--- config.mk ---
export PLATFORM = sky130hd
export DESIGN_NAME = slpl_queue
export DESIGN_NICKNAME = d
export VERILOG_FILES = /design/src/slpl_pkg.sv /design/src/slpl_queue.sv
export SDC_FILE = /design/constraint.sdc
export NUM_CORES = 1
export LEC_CHECK = 0
export BUFFER_PORTS_ARGS = -buffer_cell sky130_fd_sc_hd__clkbuf_2
export CAP_MARGIN = 20
export CORE_MARGIN = 10
export CORE_UTILIZATION = 38
export DETAILED_ROUTE_END_ITERATION = 7
export GPL_TIMING_DRIVEN = 1
export PLACE_DENSITY = 0.58
export SKIP_LAST_GASP = 1
export SLEW_MARGIN = 20
export SYNTH_ARGS = -nofsm -noshare
export SYNTH_HDL_FRONTEND = slang
export SYNTH_SLANG_ARGS = --single-unit
--- constraint.sdc ---
create_clock -name i_clk -period 7.6 [get_ports i_clk]
set_input_delay 0.38 -clock i_clk [delete_from_list [all_inputs] [get_ports i_clk]]
set_output_delay 0.38 -clock i_clk [all_outputs]
set_load 0.1 [all_outputs]
--- src/slpl_pkg.sv ---
// shared types, constants and arithmetic helpers for the stereo look-ahead peak limiter
// no dependencies; imported by every module of the block

package slpl_pkg;

    localparam int SAMPLE_W = 24;
    localparam int CEIL_W   = SAMPLE_W - 1;
    localparam int COEF_W   = 16;
    localparam int DLY_W    = 9;
    localparam int FRAC_W   = 16;
    localparam int ENV_W    = FRAC_W + 1;
    localparam int PROD_W   = SAMPLE_W + ENV_W;
    localparam int EPROD_W  = 2 * (ENV_W + 1);
    localparam int QCNT_W   = $clog2(FRAC_W);
    localparam int QDEPTH   = 2;
    localparam int QPTR_W   = $clog2(QDEPTH);
    localparam int QLVL_W   = $clog2(QDEPTH + 1);

    localparam logic [ENV_W-1:0]  ENV_UNITY   = ENV_W'(1) << FRAC_W;
    localparam int                ROUND_HALF  = 1 << (FRAC_W - 1);
    localparam logic [CEIL_W-1:0] CEIL_RESET  = CEIL_W'(7919357);
    localparam logic [COEF_W-1:0] COEF_RESET  = COEF_W'(64185);
    localparam logic [DLY_W-1:0]  DLY_RESET   = DLY_W'(479);

    localparam int APB_AW = 4;
    localparam int APB_DW = 32;

    localparam logic [1:0] REG_CEILING = 2'd0;
    localparam logic [1:0] REG_ATTACK  = 2'd1;
    localparam logic [1:0] REG_DELAY   = 2'd2;

    typedef struct packed {
        logic signed [SAMPLE_W-1:0] left_sample;
        logic signed [SAMPLE_W-1:0] right_sample;
    } t_in_item;

    typedef struct packed {
        logic signed [SAMPLE_W-1:0] left_out;
        logic signed [SAMPLE_W-1:0] right_out;
    } t_out_item;

    typedef struct packed {
        logic [CEIL_W-1:0] ceiling_level;
        logic [COEF_W-1:0] attack_coefficient;
        logic [DLY_W-1:0]  lookahead_delay;
    } t_cfg;

    typedef struct packed {
        logic [SAMPLE_W-1:0]        peak;
        logic                       unity;
        logic signed [SAMPLE_W-1:0] left_sample;
        logic signed [SAMPLE_W-1:0] right_sample;
    } t_job;

    typedef struct packed {
        logic [QLVL_W-1:0] level;
        logic              full;
        logic              empty;
    } t_qstat;

    typedef struct packed {
        logic             busy;
        logic [ENV_W-1:0] env;
    } t_bstat;

    function automatic logic [SAMPLE_W-1:0] sample_mag(input logic signed [SAMPLE_W-1:0] s);
        logic [SAMPLE_W-1:0] u;
        u = s;
        return s[SAMPLE_W-1] ? (~u + SAMPLE_W'(1)) : u;
    endfunction

    function automatic logic [SAMPLE_W-1:0] scale_round(input logic [PROD_W-1:0] prod,
                                                        input logic neg);
        logic [PROD_W-1:0]   rounded;
        logic [SAMPLE_W-1:0] mag;
        rounded = (prod + PROD_W'(ROUND_HALF)) >> FRAC_W;
        mag     = rounded[SAMPLE_W-1:0];
        return neg ? (~mag + SAMPLE_W'(1)) : mag;
    endfunction

endpackage

--- src/slpl_queue.sv ---
// two-entry job queue between the front and back parts of the limiter
// depends on slpl_pkg

module slpl_queue (
    input  logic           i_clk,
    input  logic           i_rst_n,
    input  logic           i_push,
    input  slpl_pkg::t_job i_push_data,
    input  logic           i_pop,
    output slpl_pkg::t_job o_head,
    output slpl_pkg::t_qstat o_stat
);
    import slpl_pkg::*;

    t_job              r_entry [QDEPTH];
    logic [QPTR_W-1:0] r_wr_ptr;
    logic [QPTR_W-1:0] r_rd_ptr;
    logic [QLVL_W-1:0] r_level;
    logic              do_push;
    logic              do_pop;

    assign do_push = i_push && (r_level != QLVL_W'(QDEPTH));
    assign do_pop  = i_pop && (r_level != '0);

    always_ff @(posedge i_clk) begin
        if (do_push) begin
            r_entry[r_wr_ptr] <= i_push_data;
        end
    end

    always_ff @(posedge i_clk) begin
        if (!i_rst_n) begin
            r_wr_ptr <= '0;
            r_rd_ptr <= '0;
            r_level  <= '0;
        end else begin
            if (do_push) begin
                r_wr_ptr <= (r_wr_ptr == QPTR_W'(QDEPTH - 1)) ? '0 : r_wr_ptr + QPTR_W'(1);
            end
            if (do_pop) begin
                r_rd_ptr <= (r_rd_ptr == QPTR_W'(QDEPTH - 1)) ? '0 : r_rd_ptr + QPTR_W'(1);
            end
            if (do_push && !do_pop) begin
                r_level <= r_level + QLVL_W'(1);
            end else if (do_pop && !do_push) begin
                r_level <= r_level - QLVL_W'(1);
            end
        end
    end

    assign o_head       = r_entry[r_rd_ptr];
    assign o_stat.level = r_level;
    assign o_stat.full  = (r_level == QLVL_W'(QDEPTH));
    assign o_stat.empty = (r_level == '0);

endmodule

==> summary.md <==
| Metric | Value |
|---|---|
| Root Driver | `clkbuf_16` |
| GPL Wtd Cong | `just over 0.7` |
| Number of global-route vias before repair | `3280` |
| Clk sink count | `approximately 150` |
| Max cap viols | `0` |
| Hold Crit Start | `i_push_data[7]` |
| H-tree depth | `4` |
| Largest cells by area after synthesis | `edfxtp_1 79%, mux2_2 15%, dfxtp_1 1.8%, buf_6 1.4%, and2_1 0.34%` |
| Area Growth Syn to Fin | `28.0%` |
| Crit-path leading delay family | `flip-flops` |
| CTS tree | `built` |
| First-pass GRT wire length | `between 15000 and 20000 µm` |
| Core area | `roughly 14000 µm²` |
| R2R Setup Slk | `5.11 ns` |
| Unique masters post-synth | `21` |
| Diode count | `0` |
| Post-synth ARST share | `0%` |
| Slowest CP cell | `dfxtp_4` |
| Ports | `approximately 150` |
| Top post-synthesis cells by count | `146 x edfxtp_1, 73 x mux2_2, 7 x buf_6` |
| CP max stage delay | `1.00 ns` |
| Post-Syn Nets | `330` |
| Clk_skew | `roughly 0.012 ns` |
| DRC | `0` |
| Final setup TNS | `0 ns` |
| DR pass1 iterations | `4` |
| Hold path endpoint | `r_entry[0][7]$_DFFE_PP_` |
| Area of the die | `roughly 20000 µm²` |
| DP Wirelength | `between 7000 and 8000 µm` |
| Via count | `2815` |
| Worst-path clk slew | `around 0.06 ns` |
| Kind of start point of the critical path | `flop` |
| FF+latch count, synth | `around 150` |
| Cell taking the most area after synthesis | `edfxtp_1` |
| Share of the synthesized area in the top cell type | `79.4%` |
| Setup bufs post-CTS | `0` |
| Initial Util | `38.4%` |
| Worst hold path type | `input port to flop` |
| FP Rows | `44` |
| Worst-Skew Late Latency | `0.42 ns` |
| Layout cells sized above 1 | `around three fifths` |
| Post-CTS Hold Buffers | `0` |
| Worst Hold Depth | `1` |
| Worst setup EP type | `output pin` |
| DRT iter0 DRCs | `approximately 150` |
| Die Y | `141 µm` |
| Post-cts sizing count | `0` |
| CTS buffer count | `17` |
| Final nets | `roughly 500` |
| Post-synth EDFFs | `about 150` |
| Final ANT Viol Nets | `0` |
| Final number of hold-violating endpoints | `0` |
| Mean Syn Cell Area | `roughly 22 µm²` |
| Least-Margin Pin Slew | `roughly 1.1 ns` |
| Max frequency | `around 0.37 GHz` |
| Count of final setup violators | `0` |
| Total wire length | `roughly 11000 µm` |
| Final Cycle Share | `35.3%` |
| Max-slew violation count | `0` |
| WL/cell | `between 15 and 20 µm` |
| RSZ-0062 raised after global routing | `no` |
| Sequential-to-total area share from yosys stat | `roughly four fifths` |
| Top-count cell post-synth | `edfxtp_1` |
| WP buf/inv | `1` |
| R2r endpoint | `r_entry[0][62]$_DFFE_PP_` |
| Die X | `~140 µm` |
| IO Port Bufs | `~150` |
| Netlist Area Pre-Place | `approximately 5500 µm²` |
| Worst R2R Start | `r_level[0]$_SDFFE_PN0P_` |
| Post-route minimum period | `about 2.7 ns` |
| Worst Path Class, Setup | `flop to output pin` |
| Outcome | `finished clean` |
| Reg2Reg Depth | `4` |
| Largest net degree at the start of global routing | `74` |
| Worst slew margin | `30.0%` |
| Initial antenna violation count | `0` |
| Vias per cell | `between 4 and 5` |
| Critical path data required time | `approximately 7.2 ns` |
| Critical Path, Cell by Cell | `mux2_2 -> clkbuf_2` |
| Synth Instances | `roughly 250` |
| Crit path DAT | `about 2.3 ns` |
| Top_reg_cell synth | `edfxtp_1` |
| CP Max Fanout | `73` |
| Synth Warn # | `0` |
| Grt total ovfl | `0` |
| GR Util All Layers | `between 10 and 15%` |
| CTS Buffer Depth | `2` |
==> per-layer routing <==
metal | vias up | wire, µm | global-route usage [%]
li1 | 1332 | - | -
met1 | 1362 | 4390 | 11.9
met2 | 101 | 5290 | 18.0
met3 | 20 | 912 | 5.34
met4 | 0 | 233 | 5.71
met5 | - | 0 | 0
==> through the flow <==
| step | instance area (µm²) | hold slack [ns] | util, % | cells | setup slack, ns |
|---|---|---|---|---|---|
| after floorplan | 5520 | 0.479 | - | 252 | 2.71 |
| after global placement | 6460 | 0.516 | 44.9 | 582 | 5.15 |
| after detailed placement | 6460 | 0.539 | 44.9 | 582 | 5.07 |
| after CTS | 7070 | 0.125 | 49.2 | 613 | 4.89 |
| after global routing | 7070 | 0.128 | 49.2 | 613 | 4.83 |
| final | 7070 | 0.142 | 49.2 | 613 | 4.92 |
==> sequential cells by signal (all words and copies together), names as in the netlist, named ones only <==
name	cells
r_entry	146
r_level	2
r_rd_ptr	1
r_wr_ptr	1
==> final cells by class <==
class | instances | area (µm²)
Inverter | 2 | 7.51
Timing Repair Buffer | 154 | 773
Clock inverter | 13 | 181
Sequential cell | 151 | 4490
Multi-Input combinational cell | 91 | 960
Tap cell | 184 | 230
Clock buffer | 18 | 429
Fill cell | 1221 | 7300
==> kinds of logic (layout without fill, tap and decap cells) <==
kind of cell | count (synthesis) | after routing | share of synthesized area [%]
and+or+nand+nor | 9 | 9 | 0.997
xor gates and xnor gates | 3 | 3 | 0.476
muxes | 73 | 73 | 14.9
AOI/OAI and AO/OA | 5 | 5 | 0.589
DFF | 151 | 151 | 81.2
adders and majority gates | 1 | 1 | 0.226
buffers and inverters | 10 | 187 | 1.65
==> cell usage in the layout (no fill, tap or decap), drive strengths merged <==
| cell | instances |
|---|---|
| a21boi | 2 |
| and2 | 3 |
| and3 | 1 |
| buf | 1 |
| bufinv | 4 |
| clkbuf | 171 |
| clkinv | 4 |
| clkinvlp | 5 |
| dfxtp | 5 |
| edfxtp | 146 |
| ha | 1 |
| inv | 2 |
| mux2 | 73 |
| nand2b | 1 |
| nor2 | 2 |
| nor3 | 1 |
| o21a | 1 |
| o21ai | 2 |
| or3 | 1 |
| xnor2 | 2 |
| xor2 | 1 |
==> worst max-delay path by stage <==
stage,startpoint,end,cells past startpoint
global route,flop,o_head[23],2
detailed placement,r_level[0]$_SDFFE_PN0P_,r_entry[0][40]$_DFFE_PP_,4
CTS,flop,o_head[18],2
floorplan,r_level[0]$_SDFFE_PN0P_,r_entry[0][0]$_DFFE_PP_,3
global placement,r_level[0]$_SDFFE_PN0P_,r_entry[0][37]$_DFFE_PP_,4
finish,flop,o_head[18],2
Power is not shown: default switching activity piles up to over one toggle a cycle in this logic, so the estimate is an artifact.
