**config.mk**
```make
export PLATFORM = sky130hd
export DESIGN_NAME = slpl_back
export DESIGN_NICKNAME = d
export VERILOG_FILES = /design/src/slpl_pkg.sv /design/src/slpl_back.sv
export SDC_FILE = /design/constraint.sdc
export NUM_CORES = 2
export LEC_CHECK = 0
export ABC_AREA = 1
export ABC_CLOCK_PERIOD_IN_PS = 13000
export BUFFER_PORTS_ARGS = -buffer_cell sky130_fd_sc_hd__buf_2
export CAP_MARGIN = 20
export CORE_AREA = 5 5 388 352
export CTS_CLUSTER_DIAMETER = 200
export DETAILED_ROUTE_END_ITERATION = 8
export DIE_AREA = 0 0 393 357
export GPL_ROUTABILITY_DRIVEN = 0
export PLACE_DENSITY = 0.61
export SLEW_MARGIN = 0
export SYNTH_ARGS = -nofsm -noshare
export SYNTH_HDL_FRONTEND = slang
export SYNTH_SLANG_ARGS = --single-unit
```
**constraint.sdc**
```tcl
create_clock -name i_clk -period 13 [get_ports i_clk]
set_clock_uncertainty 0.15 [all_clocks]
set_input_delay 0 -clock i_clk [delete_from_list [all_inputs] [get_ports i_clk]]
set_output_delay 0 -clock i_clk [all_outputs]
set_load 0.03 [all_outputs]
```
**src/slpl_pkg.sv**
```systemverilog
// shared types, constants and arithmetic helpers for the stereo look-ahead peak limiter
// no dependencies; imported by every module of the block

package slpl_pkg;

    localparam int SAMPLE_W = 24;
    localparam int CEIL_W   = SAMPLE_W - 1;
    localparam int COEF_W   = 16;
    localparam int DLY_W    = 9;
    localparam int FRAC_W   = 16;
    localparam int ENV_W    = FRAC_W + 1;
    localparam int PROD_W   = SAMPLE_W + ENV_W;
    localparam int EPROD_W  = 2 * (ENV_W + 1);
    localparam int QCNT_W   = $clog2(FRAC_W);
    localparam int QDEPTH   = 2;
    localparam int QPTR_W   = $clog2(QDEPTH);
    localparam int QLVL_W   = $clog2(QDEPTH + 1);

    localparam logic [ENV_W-1:0]  ENV_UNITY   = ENV_W'(1) << FRAC_W;
    localparam int                ROUND_HALF  = 1 << (FRAC_W - 1);
    localparam logic [CEIL_W-1:0] CEIL_RESET  = CEIL_W'(7919357);
    localparam logic [COEF_W-1:0] COEF_RESET  = COEF_W'(64185);
    localparam logic [DLY_W-1:0]  DLY_RESET   = DLY_W'(479);

    localparam int APB_AW = 4;
    localparam int APB_DW = 32;

    localparam logic [1:0] REG_CEILING = 2'd0;
    localparam logic [1:0] REG_ATTACK  = 2'd1;
    localparam logic [1:0] REG_DELAY   = 2'd2;

    typedef struct packed {
        logic signed [SAMPLE_W-1:0] left_sample;
        logic signed [SAMPLE_W-1:0] right_sample;
    } t_in_item;

    typedef struct packed {
        logic signed [SAMPLE_W-1:0] left_out;
        logic signed [SAMPLE_W-1:0] right_out;
    } t_out_item;

    typedef struct packed {
        logic [CEIL_W-1:0] ceiling_level;
        logic [COEF_W-1:0] attack_coefficient;
        logic [DLY_W-1:0]  lookahead_delay;
    } t_cfg;

    typedef struct packed {
        logic [SAMPLE_W-1:0]        peak;
        logic                       unity;
        logic signed [SAMPLE_W-1:0] left_sample;
        logic signed [SAMPLE_W-1:0] right_sample;
    } t_job;

    typedef struct packed {
        logic [QLVL_W-1:0] level;
        logic              full;
        logic              empty;
    } t_qstat;

    typedef struct packed {
        logic             busy;
        logic [ENV_W-1:0] env;
    } t_bstat;

    function automatic logic [SAMPLE_W-1:0] sample_mag(input logic signed [SAMPLE_W-1:0] s);
        logic [SAMPLE_W-1:0] u;
        u = s;
        return s[SAMPLE_W-1] ? (~u + SAMPLE_W'(1)) : u;
    endfunction

    function automatic logic [SAMPLE_W-1:0] scale_round(input logic [PROD_W-1:0] prod,
                                                        input logic neg);
        logic [PROD_W-1:0]   rounded;
        logic [SAMPLE_W-1:0] mag;
        rounded = (prod + PROD_W'(ROUND_HALF)) >> FRAC_W;
        mag     = rounded[SAMPLE_W-1:0];
        return neg ? (~mag + SAMPLE_W'(1)) : mag;
    endfunction

endpackage

```
**src/slpl_back.sv**
```systemverilog
// back part: serial gain divider, envelope smoother and output scaling with result register
// depends on slpl_pkg; drains slpl_queue

module slpl_back (
    input  logic               i_clk,
    input  logic               i_rst_n,
    input  slpl_pkg::t_cfg     i_cfg,
    input  slpl_pkg::t_job     i_head,
    input  slpl_pkg::t_qstat   i_qstat,
    output logic               o_pop,
    output slpl_pkg::t_bstat   o_stat,
    output logic               o_out_valid,
    input  logic               i_out_stall,
    output slpl_pkg::t_out_item o_out_data
);
    import slpl_pkg::*;

    typedef enum logic [2:0] {
        ST_IDLE,
        ST_DIV,
        ST_ENV_MUL,
        ST_ENV_ADD,
        ST_MUL_L,
        ST_MUL_R,
        ST_FIN
    } t_state;

    t_state                     r_state;
    t_job                       r_job;
    logic [SAMPLE_W-1:0]        r_rem;
    logic [FRAC_W-1:0]          r_quo;
    logic [QCNT_W-1:0]          r_cnt;
    logic [ENV_W-1:0]           r_target;
    logic signed [EPROD_W-1:0]  r_eprod;
    logic [ENV_W-1:0]           r_env;
    logic [PROD_W-1:0]          r_prod;
    logic [SAMPLE_W-1:0]        r_left_out;
    logic                       r_out_valid;
    t_out_item                  r_out_data;

    logic [SAMPLE_W:0]          rem2;
    logic                       rem_ge;
    logic [SAMPLE_W:0]          rem_sub;
    logic [ENV_W-1:0]           k_coef;
    logic signed [ENV_W:0]      diff;
    logic signed [EPROD_W-1:0]  eprod_rnd;
    logic signed [EPROD_W-1:0]  eprod_shr;
    logic [ENV_W:0]             env_sum;
    logic                       out_free;

    assign rem2    = {r_rem, 1'b0};
    assign rem_ge  = rem2 >= {1'b0, r_job.peak};
    assign rem_sub = rem2 - {1'b0, r_job.peak};

    assign k_coef    = ENV_UNITY - ENV_W'(i_cfg.attack_coefficient);
    assign diff      = $signed({1'b0, r_target}) - $signed({1'b0, r_env});
    assign eprod_rnd = r_eprod + $signed(EPROD_W'(ROUND_HALF));
    assign eprod_shr = eprod_rnd >>> FRAC_W;
    assign env_sum   = eprod_shr[ENV_W:0] + {1'b0, r_env};

    assign out_free = !r_out_valid || !i_out_stall;
    assign o_pop    = (r_state == ST_IDLE) && !i_qstat.empty;

    always_ff @(posedge i_clk) begin
        if (!i_rst_n) begin
            r_state     <= ST_IDLE;
            r_env       <= ENV_UNITY;
            r_out_valid <= 1'b0;
        end else begin
            if (r_out_valid && !i_out_stall && (r_state != ST_FIN)) begin
                r_out_valid <= 1'b0;
            end
            case (r_state)
                ST_IDLE: begin
                    if (!i_qstat.empty) begin
                        r_job    <= i_head;
                        r_rem    <= SAMPLE_W'(i_cfg.ceiling_level);
                        r_quo    <= '0;
                        r_cnt    <= '0;
                        r_target <= ENV_UNITY;
                        r_state  <= i_head.unity ? ST_ENV_MUL : ST_DIV;
                    end
                end
                ST_DIV: begin
                    r_rem <= rem_ge ? rem_sub[SAMPLE_W-1:0] : rem2[SAMPLE_W-1:0];
                    r_quo <= {r_quo[FRAC_W-2:0], rem_ge};
                    r_cnt <= r_cnt + QCNT_W'(1);
                    if (r_cnt == QCNT_W'(FRAC_W - 1)) begin
                        r_target <= {1'b0, r_quo[FRAC_W-2:0], rem_ge};
                        r_state  <= ST_ENV_MUL;
                    end
                end
                ST_ENV_MUL: begin
                    r_eprod <= $signed({1'b0, k_coef}) * diff;
                    r_state <= ST_ENV_ADD;
                end
                ST_ENV_ADD: begin
                    r_env   <= env_sum[ENV_W-1:0];
                    r_state <= ST_MUL_L;
                end
                ST_MUL_L: begin
                    r_prod  <= PROD_W'(sample_mag(r_job.left_sample)) * PROD_W'(r_env);
                    r_state <= ST_MUL_R;
                end
                ST_MUL_R: begin
                    r_left_out <= scale_round(r_prod, r_job.left_sample[SAMPLE_W-1]);
                    r_prod     <= PROD_W'(sample_mag(r_job.right_sample)) * PROD_W'(r_env);
                    r_state    <= ST_FIN;
                end
                ST_FIN: begin
                    if (out_free) begin
                        r_out_data.left_out  <= r_left_out;
                        r_out_data.right_out <= scale_round(r_prod,
                                                            r_job.right_sample[SAMPLE_W-1]);
                        r_out_valid          <= 1'b1;
                        r_state              <= ST_IDLE;
                    end
                end
                default: begin
                    r_state <= ST_IDLE;
                end
            endcase
        end
    end

    assign o_stat.busy = (r_state != ST_IDLE);
    assign o_stat.env  = r_env;
    assign o_out_valid = r_out_valid;
    assign o_out_data  = r_out_data;

endmodule

```
==> flow_summary.json <==
{
  "dp_hpwl_um": 126000,
  "grt_overflow": 0,
  "cts_root_buffer": "clkbuf_16",
  "io_pins": 196,
  "die_w_um": 393,
  "grt_pass1_wl_um": 254000,
  "mostFrequentLayoutCells": "1608 x nand2_1, 1582 x inv_1, 894 x fa_1",
  "r2r_start": "r_job[24]",
  "synth_area_leader_cell": "fa_1",
  "cts_buffers": 29,
  "synth_area_mm2": 0.0525,
  "synth.area.mux_share_pct": 0,
  "clock_insertion_delay_worst_skew_ns": 0.64,
  "path_class": "flip-flop to flip-flop",
  "synth_xor_area_share_pct": 2.07,
  "core_area_mm2": 0.132,
  "avgSynthCellArea_um2": 7.83,
  "ys_warn_count": 0,
  "min_to": "r_job[17]",
  "yosys.cell_types.count": 60,
  "rrSetupSlack_ns": 4.10,
  "rsz0062_at_grt": "false",
  "slew_headroom_pct": 23.1,
  "die_y_um": 357,
  "synth_fa_ha_area_share_pct": 43.4,
  "clk_pin_slew_worst_paths_ns": 0.07,
  "antenna_found_initial": 2,
  "synth_compound_area_share_pct": 5.42,
  "dieArea_mm2": 0.140,
  "ys_seq_elements": 268,
  "wl_um": 160000,
  "maxCapViolations": 0,
  "syn-num-nets": 8111,
  "cp.arrival_ns": 9.09,
  "fin_crit_ns": 8.90,
  "hp-start": "i_head[17]",
  "cts_tree": "yes",
  "clkSinkCount": 268,
  "worstHoldPathCells": 2,
  "first_pass_iters": 6,
  "crit_path_end_kind": "flip-flop",
  "drc": 0,
  "fp-row-count": 127,
  "whs_ns": 0.0312,
  "area_growth_pct": 10.7,
  "hp-class": "primary input to flip-flop",
  "fin_setup_tns_ns": 0,
  "status": "complete, no violations",
  "min_period_over_period_pct": 68.4,
  "layout_commonest_cell": "nand2_1",
  "cp_slowest_cell": "xor2_2",
  "finalHoldViolations": 0,
  "synth_simple_gate_area_share_pct": 21.1,
  "wl_per_cell_um": 18.4,
  "post_cts_resize_count": 0,
  "critPathMaxStageDelay_ns": 0.77,
  "max_freq_mhz": 112,
  "ys_seq_area_share_pct": 14.9,
  "vias": 44600,
  "clock_path_buffers": 3,
  "yosys.area.top_type_share_pct": 34.1,
  "r2r_cells": 35,
  "synth_top_flop_cell": "edfxtp_1",
  "placed_cells": 8483,
  "dr.first_iter.drc_count": 3498,
  "synth_area_leaders": "fa_1 34%, edfxtp_1 14%, nand2_1 12%",
  "synth-async-reset-ratio_pct": 0,
  "track_usage_pct": 23.0,
  "tightest_slew_ns": 1.15,
  "crit_required_ns": 13.19,
  "cpMostUsedCell": "inv_1",
  "start_util_pct": 39.7,
  "grt_pass1_vias": 45900,
  "htreeDepth": 1,
  "cp-start-kind": "flip-flop",
  "syn_inst": 6699,
  "cts_hold_buf": 176,
  "ant_nets": 0,
  "synth_top_family_by_area": "adder cells",
  "vias_per_cell": 5.12,
  "layout-drive-gt1-share_pct": 5.78,
  "postCtsSetupBuffers": 0,
  "reg2reg_to": "r_prod[37]",
  "finalSetupViolations": 0,
  "synth_edf_count": 247,
  "maxSlewViolCount": 0,
  "finalNonFillerCells": 8715,
  "cp_max_fo": 16,
  "grt_max_degree": 49,
  "port_buffers": 183,
  "final_net_count": 8361
}
## area by class of cell
class	count	area [µm²]
antenna	2	5.00
clock buffer	32	737
clock inverter	22	314
fill	13300	74100
inverter	1608	6040
multi-input combinational	4624	37900
sequential	268	7850
tap	1741	2180
timing repair buffer	418	3120
## Yosys cell counts, types with 2 or more instances
| library cell | instances |
|---|---|
| nor2_2 | 5 |
| buf_6 | 5 |
| and2_1 | 2 |
| inv_2 | 8 |
| clkbuf_1 | 158 |
| o21ai_1 | 5 |
| nand2_2 | 15 |
| nand3_1 | 224 |
| a21o_1 | 25 |
| fa_1 | 894 |
| xnor2_1 | 36 |
| nand3_2 | 7 |
| edfxtp_1 | 247 |
| or2_2 | 27 |
| o21ai_0 | 204 |
| inv_1 | 1583 |
| o21a_1 | 10 |
| o21bai_1 | 20 |
| a21boi_0 | 9 |
| a211oi_1 | 6 |
| a21oi_1 | 200 |
| nor2_4 | 7 |
| and3_1 | 6 |
| nand2_4 | 2 |
| o31ai_1 | 2 |
| nand3b_1 | 20 |
| xor2_1 | 83 |
| nor4_1 | 16 |
| o21ai_2 | 2 |
| clkinv_1 | 16 |
| o211ai_1 | 10 |
| nor2_1 | 654 |
| buf_2 | 30 |
| nor3_1 | 51 |
| nor2_8 | 2 |
| buf_4 | 4 |
| nand4_1 | 48 |
| nand2_1 | 1608 |
| dfxtp_1 | 21 |
| ha_1 | 390 |
| a31oi_1 | 18 |
## worst max path at each step
stage / startpoint / to / slack (ns) / cells past startpoint
finish: r_job[24] / r_prod[37] / 4.10 / 35
global route: r_job[24] / r_prod[37] / 3.64 / 35
CTS: r_job[24] / r_prod[37] / 4.27 / 35
detailed placement: r_env[5] / r_eprod[31] / 4.30 / 30
global placement: r_job[24] / r_prod[37] / 4.35 / 35
floorplan: r_env[3] / r_eprod[31] / 5.49 / 34
## metrics by stage
stage | util [%] | setup slack, ns | cell area, µm²
floorplan | - | 5.49 | 52500
detailed placement | 41.8 | 4.30 | 55300
finish | 43.9 | 4.10 | 58100
global route | 43.9 | 3.64 | 58100
global placement | 41.8 | 4.35 | 55300
CTS | 43.9 | 4.27 | 58100
## registers in the layout, indices dropped and copies added (netlist names), 17 cells and up
register / cells
r_rem: 24
r_prod: 25
r_left_out: 24
r_eprod: 18
r_target: 17
r_job: 72
o_out_data: 48
r_env: 17
## layer usage
layer	global-route usage [%]	wire [µm]	up-vias
li1	-	-	20600
met1	32.0	68900	22000
met2	36.8	71400	1849
met3	5.23	15600	235
met4	5.11	4020	0
met5	0	0	-
## worst max-delay path: cells and delay by family, from the launching register on
kind,cells,cell delay [ns]
compound gates,2,0.30
xor+xnor,1,0.77
fa+ha+maj,8,3.73
buf+inv,11,1.01
flops,1,0.37
simple gates,13,2.26
## cell families (layout without fill, tap and decap cells)
| family | count (synthesis) | count (layout) |
|---|---|---|
| xor+xnor | 121 | 121 |
| fa+ha+maj | 1284 | 1284 |
| flops | 268 | 268 |
| compound gates | 517 | 517 |
| other cells | 0 | 2 |
| simple gates | 2702 | 2702 |
| buf+inv | 1807 | 2080 |
Power is not shown: default switching activity piles up to over one toggle a cycle in this logic, so the estimate is an artifact.
